$ cat config.mk
export PLATFORM = sky130hd
export DESIGN_NAME = pptw_ctrl
export DESIGN_NICKNAME = d
export VERILOG_FILES = /design/src/rtl/pixel_pair_decision_tree_walk_defines.svh /design/src/rtl/pptw_pkg.sv /design/src/rtl/pptw_ctrl.sv
export SDC_FILE = /design/constraint.sdc
export NUM_CORES = 1
export LEC_CHECK = 0
export ABC_AREA = 1
export CAP_MARGIN = 20
export CORE_AREA = 2 2 39 41
export DETAILED_ROUTE_END_ITERATION = 6
export DIE_AREA = 0 0 41 43
export DONT_BUFFER_PORTS = 1
export MAX_ROUTING_LAYER = met4
export PLACE_DENSITY = 0.52
export SYNTH_ARGS = -nofsm -noshare
export SYNTH_HDL_FRONTEND = slang
export SYNTH_SLANG_ARGS = --single-unit
$ cat constraint.sdc
create_clock -name clk -period 2.07 [get_ports clk]
set_input_delay 0.414 -clock clk [delete_from_list [all_inputs] [get_ports clk]]
set_output_delay 0.414 -clock clk [all_outputs]
set_load 0.02 [all_outputs]
$ cat src/rtl/pixel_pair_decision_tree_walk_defines.svh
// assertion macros for the decision tree walk block
// depends on clk and rst_n being visible at the point of use
`ifndef PIXEL_PAIR_DECISION_TREE_WALK_DEFINES_SVH
`define PIXEL_PAIR_DECISION_TREE_WALK_DEFINES_SVH

// same-cycle implication
`define PPTW_ASSERT_NOW(label, ante, cons, msg) \
    label: assert property (@(posedge clk) disable iff (!rst_n) (ante) |-> (cons)) \
        else $error(msg);

// next-cycle implication
`define PPTW_ASSERT_NEXT(label, ante, cons, msg) \
    label: assert property (@(posedge clk) disable iff (!rst_n) (ante) |=> (cons)) \
        else $error(msg);

`endif

$ cat src/rtl/pptw_pkg.sv
// shared constants, codes and types of the decision tree walk block
// no dependencies
package pptw_pkg;

    localparam int MAX_DEPTH  = 10;
    localparam int CHANNELS   = 4;
    localparam int IMG_W      = 64;
    localparam int IMG_H      = 64;

    localparam int NODE_COUNT = (1 << (MAX_DEPTH + 1)) - 1;
    localparam int NODE_AW    = $clog2(NODE_COUNT);
    localparam int PIX_COUNT  = CHANNELS * IMG_H * IMG_W;
    localparam int PIX_AW     = $clog2(PIX_COUNT);

    localparam int IDX_W      = 11;

    localparam logic [1:0] KIND_NODE  = 2'd0;
    localparam logic [1:0] KIND_PIX   = 2'd1;
    localparam logic [1:0] KIND_QUERY = 2'd2;

    localparam logic [1:0] ERR_NONE   = 2'd0;
    localparam logic [1:0] ERR_RANGE  = 2'd1;
    localparam logic [1:0] ERR_DEPTH  = 2'd2;

    typedef struct packed {
        logic [1:0]        kind;
        logic [10:0]       node_index;
        logic              is_leaf;
        logic [1:0]        channel;
        logic [5:0]        off_x1;
        logic [5:0]        off_y1;
        logic [5:0]        off_x2;
        logic [5:0]        off_y2;
        logic signed [9:0] threshold;
        logic [5:0]        pos_x;
        logic [5:0]        pos_y;
        logic [7:0]        pixel_value;
    } req_word_t;

    typedef struct packed {
        logic              leaf;
        logic [1:0]        chan;
        logic [5:0]        x1;
        logic [5:0]        y1;
        logic [5:0]        x2;
        logic [5:0]        y2;
        logic [9:0]        thr;
    } node_t;

    typedef struct packed {
        logic       wr_node;
        logic       wr_pix;
        logic       load_query;
        logic       fetch;
        logic       read_pix;
        logic       step;
        logic       finish;
        logic [1:0] err;
    } ctrl_cmd_t;

    typedef struct packed {
        logic leaf;
        logic range_err;
        logic depth_err;
    } dp_status_t;

endpackage

$ cat src/rtl/pptw_ctrl.sv
// controller: walk sequencer and output valid flag
// depends on pptw_pkg
module pptw_ctrl
    import pptw_pkg::*;
(
    input  logic       clk,
    input  logic       rst_n,
    input  logic       in_valid,
    input  logic [1:0] in_kind,
    output logic       in_ready,
    output logic       out_valid,
    input  logic       out_ready,
    input  dp_status_t status,
    output ctrl_cmd_t  cmd
);

    localparam logic [2:0] S_IDLE   = 3'd0;
    localparam logic [2:0] S_FETCH  = 3'd1;
    localparam logic [2:0] S_DECODE = 3'd2;
    localparam logic [2:0] S_CMP    = 3'd3;
    localparam logic [2:0] S_DONE   = 3'd4;

    logic [2:0] state_reg;
    logic [2:0] state_next;
    logic [1:0] err_reg;
    logic [1:0] err_next;
    logic       out_valid_reg;
    logic       out_valid_next;

    always_comb
    begin
        state_next = state_reg;
        err_next   = err_reg;
        cmd        = '0;
        cmd.err    = err_reg;
        in_ready   = 1'b0;
        unique case (state_reg)
            S_IDLE:
            begin
                in_ready = 1'b1;
                if (in_valid)
                begin
                    unique case (in_kind)
                        KIND_NODE:
                        begin
                            cmd.wr_node = 1'b1;
                        end
                        KIND_PIX:
                        begin
                            cmd.wr_pix = 1'b1;
                        end
                        KIND_QUERY:
                        begin
                            cmd.load_query = 1'b1;
                            err_next       = ERR_NONE;
                            state_next     = S_FETCH;
                        end
                        default:
                        begin
                        end
                    endcase
                end
            end
            S_FETCH:
            begin
                cmd.fetch  = 1'b1;
                state_next = S_DECODE;
            end
            S_DECODE:
            begin
                priority if (status.leaf)
                begin
                    state_next = S_DONE;
                end
                else if (status.range_err)
                begin
                    err_next   = ERR_RANGE;
                    state_next = S_DONE;
                end
                else
                begin
                    cmd.read_pix = 1'b1;
                    state_next   = S_CMP;
                end
            end
            S_CMP:
            begin
                if (status.depth_err)
                begin
                    err_next   = ERR_DEPTH;
                    state_next = S_DONE;
                end
                else
                begin
                    cmd.step   = 1'b1;
                    state_next = S_FETCH;
                end
            end
            S_DONE:
            begin
                if (!out_valid_reg || out_ready)
                begin
                    cmd.finish = 1'b1;
                    state_next = S_IDLE;
                end
            end
            default:
            begin
                state_next = S_IDLE;
            end
        endcase
    end

    always_comb
    begin
        out_valid_next = out_valid_reg;
        if (cmd.finish)
        begin
            out_valid_next = 1'b1;
        end
        else if (out_ready)
        begin
            out_valid_next = 1'b0;
        end
    end

    always_ff @(posedge clk or negedge rst_n)
    begin
        if (!rst_n)
        begin
            state_reg     <= S_IDLE;
            err_reg       <= ERR_NONE;
            out_valid_reg <= 1'b0;
        end
        else
        begin
            state_reg     <= state_next;
            err_reg       <= err_next;
            out_valid_reg <= out_valid_next;
        end
    end

    assign out_valid = out_valid_reg;

endmodule
Yosys cells after proc, flatten, opt, wreduce, memory -nomap -nowiden
Index checks and enable logic that the tools add are counted.
Storage, ports and cells
  logic and storage cells: 52
  output and inout bits: 11
  register bits: 6
  bits of input ports: 9
Cells by class
  equality and inequality tests: 12
  muxes and demuxes: 29
  reductions and logical operators: 8
Operators with widths (number)
  $mux 3: 8
  $pmux 3 s5: 1
  $mux 1: 14
  $mux 2: 5
  $ne 2x2->1 const B: 5
  $eq 3x2->1 const B: 2
  $pmux 2 s3: 1
  $reduce_and 6->1: 1
  $eq 3x1->1 const B: 1
  $eq 3x3->1 const B: 1
  $logic_not 3->1: 1
  $reduce_and 3->1: 1
  $reduce_bool 3->1: 1
  $eq 2x1->1 const B: 1
  $eq 2x2->1 const B: 1
  $logic_not 2->1: 1
  $ne 2x1->1 const B: 1
  $reduce_bool 2->1: 1
  $logic_not 1->1: 1
  $logic_or 1x1->1: 1

Logic depth before layout (Yosys ltp)
  depth after elaboration: 5
  gate-level depth with buffers: 7

Worst setup path before layout
Ideal clock, no wire load.
  kind: register to output
  from: reg state_reg[2]
  to: out cmd[7] (netlist bit)
  required time: 1.656 ns
  path slack: 0.469 ns
  stages on the path, launching flop included: 4
  arrival: 1.187 ns
  path through: dfrtp_1 -> nor2_2 -> nand2_1 -> nor3_1
RTL lines
  start, declared: line pptw_ctrl.sv:23  | logic [2:0] state_reg;
  start signal, assigned: line pptw_ctrl.sv:137  | state_reg <= state_next;
  end, declared: line pptw_ctrl.sv:14  | output ctrl_cmd_t cmd

==> flow_summary.ini <==
[routing]
drtAntennaViolNets = 0
vias_per_cell = 4.47
wire_per_inst_um = 9.78
vias = 340
routed_wl_um = 743
drt-initial-drc-count = 2
drc = 0
drtPass1Iterations = 4

[yosys]
syn-cell-area_um2 = 380
ys_ff_latch = 6
yosysWarnings = 0
ys_types = 16
postSynthCellCount = 56
yosysSeqAreaShare = 0.395
syn_nets = 65
avgSynthCellArea_um2 = 6.79

[worst_setup_path]
path_max_fanout = 6
path_class = flip-flop to output port
reg2regPathDepth = 5
end_kind = output port
rrSetupSlack_ns = 0.94
arrival_ns = 1.35
start_kind = flip-flop
r2r_end = err_reg[0]
cp.required_ns = 1.66
r2r_start = state_reg[1]

[timing]
setup_viol = 0
period_share = 0.851
rsz0062_at_grt = no
hold_violations = 0
max-slew-margin-rel = 0.737
hold_ws_ns = 0.293
final.min_clock_period_ns = 1.76
max_freq_mhz = 568
tightest_slew_ns = 0.393
slew_violations = 0
setup_tns_ns = 0
clock-skew-final_ns = 0.00550

[final_layout]
largest_reg_flops = 3
area_growth_syn_to_layout_pct = 12.8
fin_cells = 76
final_common_cell = nand2_1
drive_gt1_frac = 0.133
final_nets = 71
layout_common_cells = nand2_1, inv_1, nor2_1, nand3_1, dfrtp_1
multiInputGateArea_um2 = 166
seq_area_um2 = 150
final_util = 0.310
n_fill_cell = 159
diodes = 0

[cts]
cts-root-buf = clkbuf_4
ctsResizeCount = 0
cts_sinks = 6
numCtsBuffers = 3
htreeDepth = 1
cts_buffer_depth = 2
path_clk_slew_ns = 0.05
cts_tree = built
clk_latency_ns = 0.24

[grt]
overflow = 0
grt_pass1_vias = 308
grt_pass1_wl_um = 1120
antenna_found_initial = 0
grt_max_degree = 10
grtUsageTotal = 0.101

[flow_run]
maxCapViolCount = 0

[die]
start_util = 0.275
die_height_um = 43
fp.dieW_um = 41
ios = 20
core_area_mm2 = 0.00138
rows = 14
die_area_mm2 = 0.00176

[power]
worst_ir_drop_vdd_uv = 501
powerDensity_mw_per_mm2 = 1500
p_leak_nw = 0.243

[worst_hold_path]
min_path_cells = 1
min_from = out_ready
min_to = out_valid
hp-class = input pin to flip-flop

[placement]
post-place-cells = 72
hpwl_um = 634
place_congestion = 0.735
io_buffers = 0

[status]
outcome = completed
report_power, final:
part | internal [mW] | leakage (nW) | total (mW) | switching, mW
clock network | 0.0655 | 0.0138 | 0.106 | 0.0402
registers | 0.168 | 0.0793 | 0.249 | 0.0816
logic | 0.0861 | 0.150 | 0.290 | 0.204
layer usage:
metal | GRT usage | wire length, um | share of wire | vias up
met3 | 0.0209 | 51 | 0.069 | 0
met5 | - | 0 | 0 | -
li1 | - | - | - | 184
met1 | 0.110 | 323 | 0.43 | 144
met4 | 0.0800 | 0 | 0 | 0
met2 | 0.150 | 368 | 0.50 | 12
metrics by stage:
step | cell area (um2) | power [mW] | worst slack, ns
3_3_place_gp | 397 | 0.539 | 0.581
2_1_floorplan | 380 | 0.507 | 0.469
3_5_place_dp | 397 | 0.540 | 0.562
4_1_cts | 429 | 0.655 | 0.289
5_1_grt | 429 | 0.701 | 0.192
6_report | 429 | 0.645 | 0.309
cell families (layout without fill, tap and decap cells):
| logic type | count (synthesis) | after routing | synth area share |
|---|---|---|---|
| and+or+nand+nor | 32 | 32 | 0.378 |
| buffers and inverters | 14 | 18 | 0.168 |
| DFF | 6 | 6 | 0.395 |
| AOI/OAI and AO/OA | 4 | 4 | 0.0592 |
worst max path at each step:
| stage | from | end | slack [ns] | depth (start not counted) |
|---|---|---|---|---|
| 2_1_floorplan | state_reg[2] | cmd[7] | 0.47 | 3 |
| 3_3_place_gp | state_reg[2] | cmd[7] | 0.58 | 4 |
| 3_5_place_dp | state_reg[2] | cmd[8] | 0.56 | 4 |
| 4_1_cts | state_reg[2] | cmd[8] | 0.29 | 4 |
| 5_1_grt | state_reg[2] | cmd[7] | 0.19 | 4 |
| 6_report | state_reg[0] | cmd[8] | 0.31 | 4 |
layout make-up:
cell class,instances,share of cell area
multi-input combinational,36,0.388
sequential,6,0.350
inverter,12,0.105
timing repair buffer,3,0.0583
clock buffer,3,0.0525
tap,16,0.0466
synthesized netlist by cell type:
cell      number  area (um2)
nor3_2         1        10.0
o21ai_0        2        10.0
and2_1         1        6.26
buf_4          1        7.51
inv_2          1        3.75
nor2_2         1        6.26
a21oi_1        1        5.00
inv_1         11        41.3
nor2_1         6        22.5
nand2_1       14        52.6
dfrtp_1        6         150
nand4_1        1        6.26
buf_6          1        11.3
nand3_1        6        30.0
nor3_1         2        10.0
o211ai_1       1        7.51
worst max-delay path, cell delays in order, from the launching register on:
cell and delay [ns]:
dfrtp_1 0.41, nor2_2 0.20, nand2_1 0.16, nor3_1 0.17, buf_4 0.17
repair_timing:
action | in CTS | in global routing
endpoints found under the hold margin | 6 | 0
setup buffers | 0 | 0
hold buffers | 1 | 0
No activity file was read; power rests on OpenSTA's default activity.
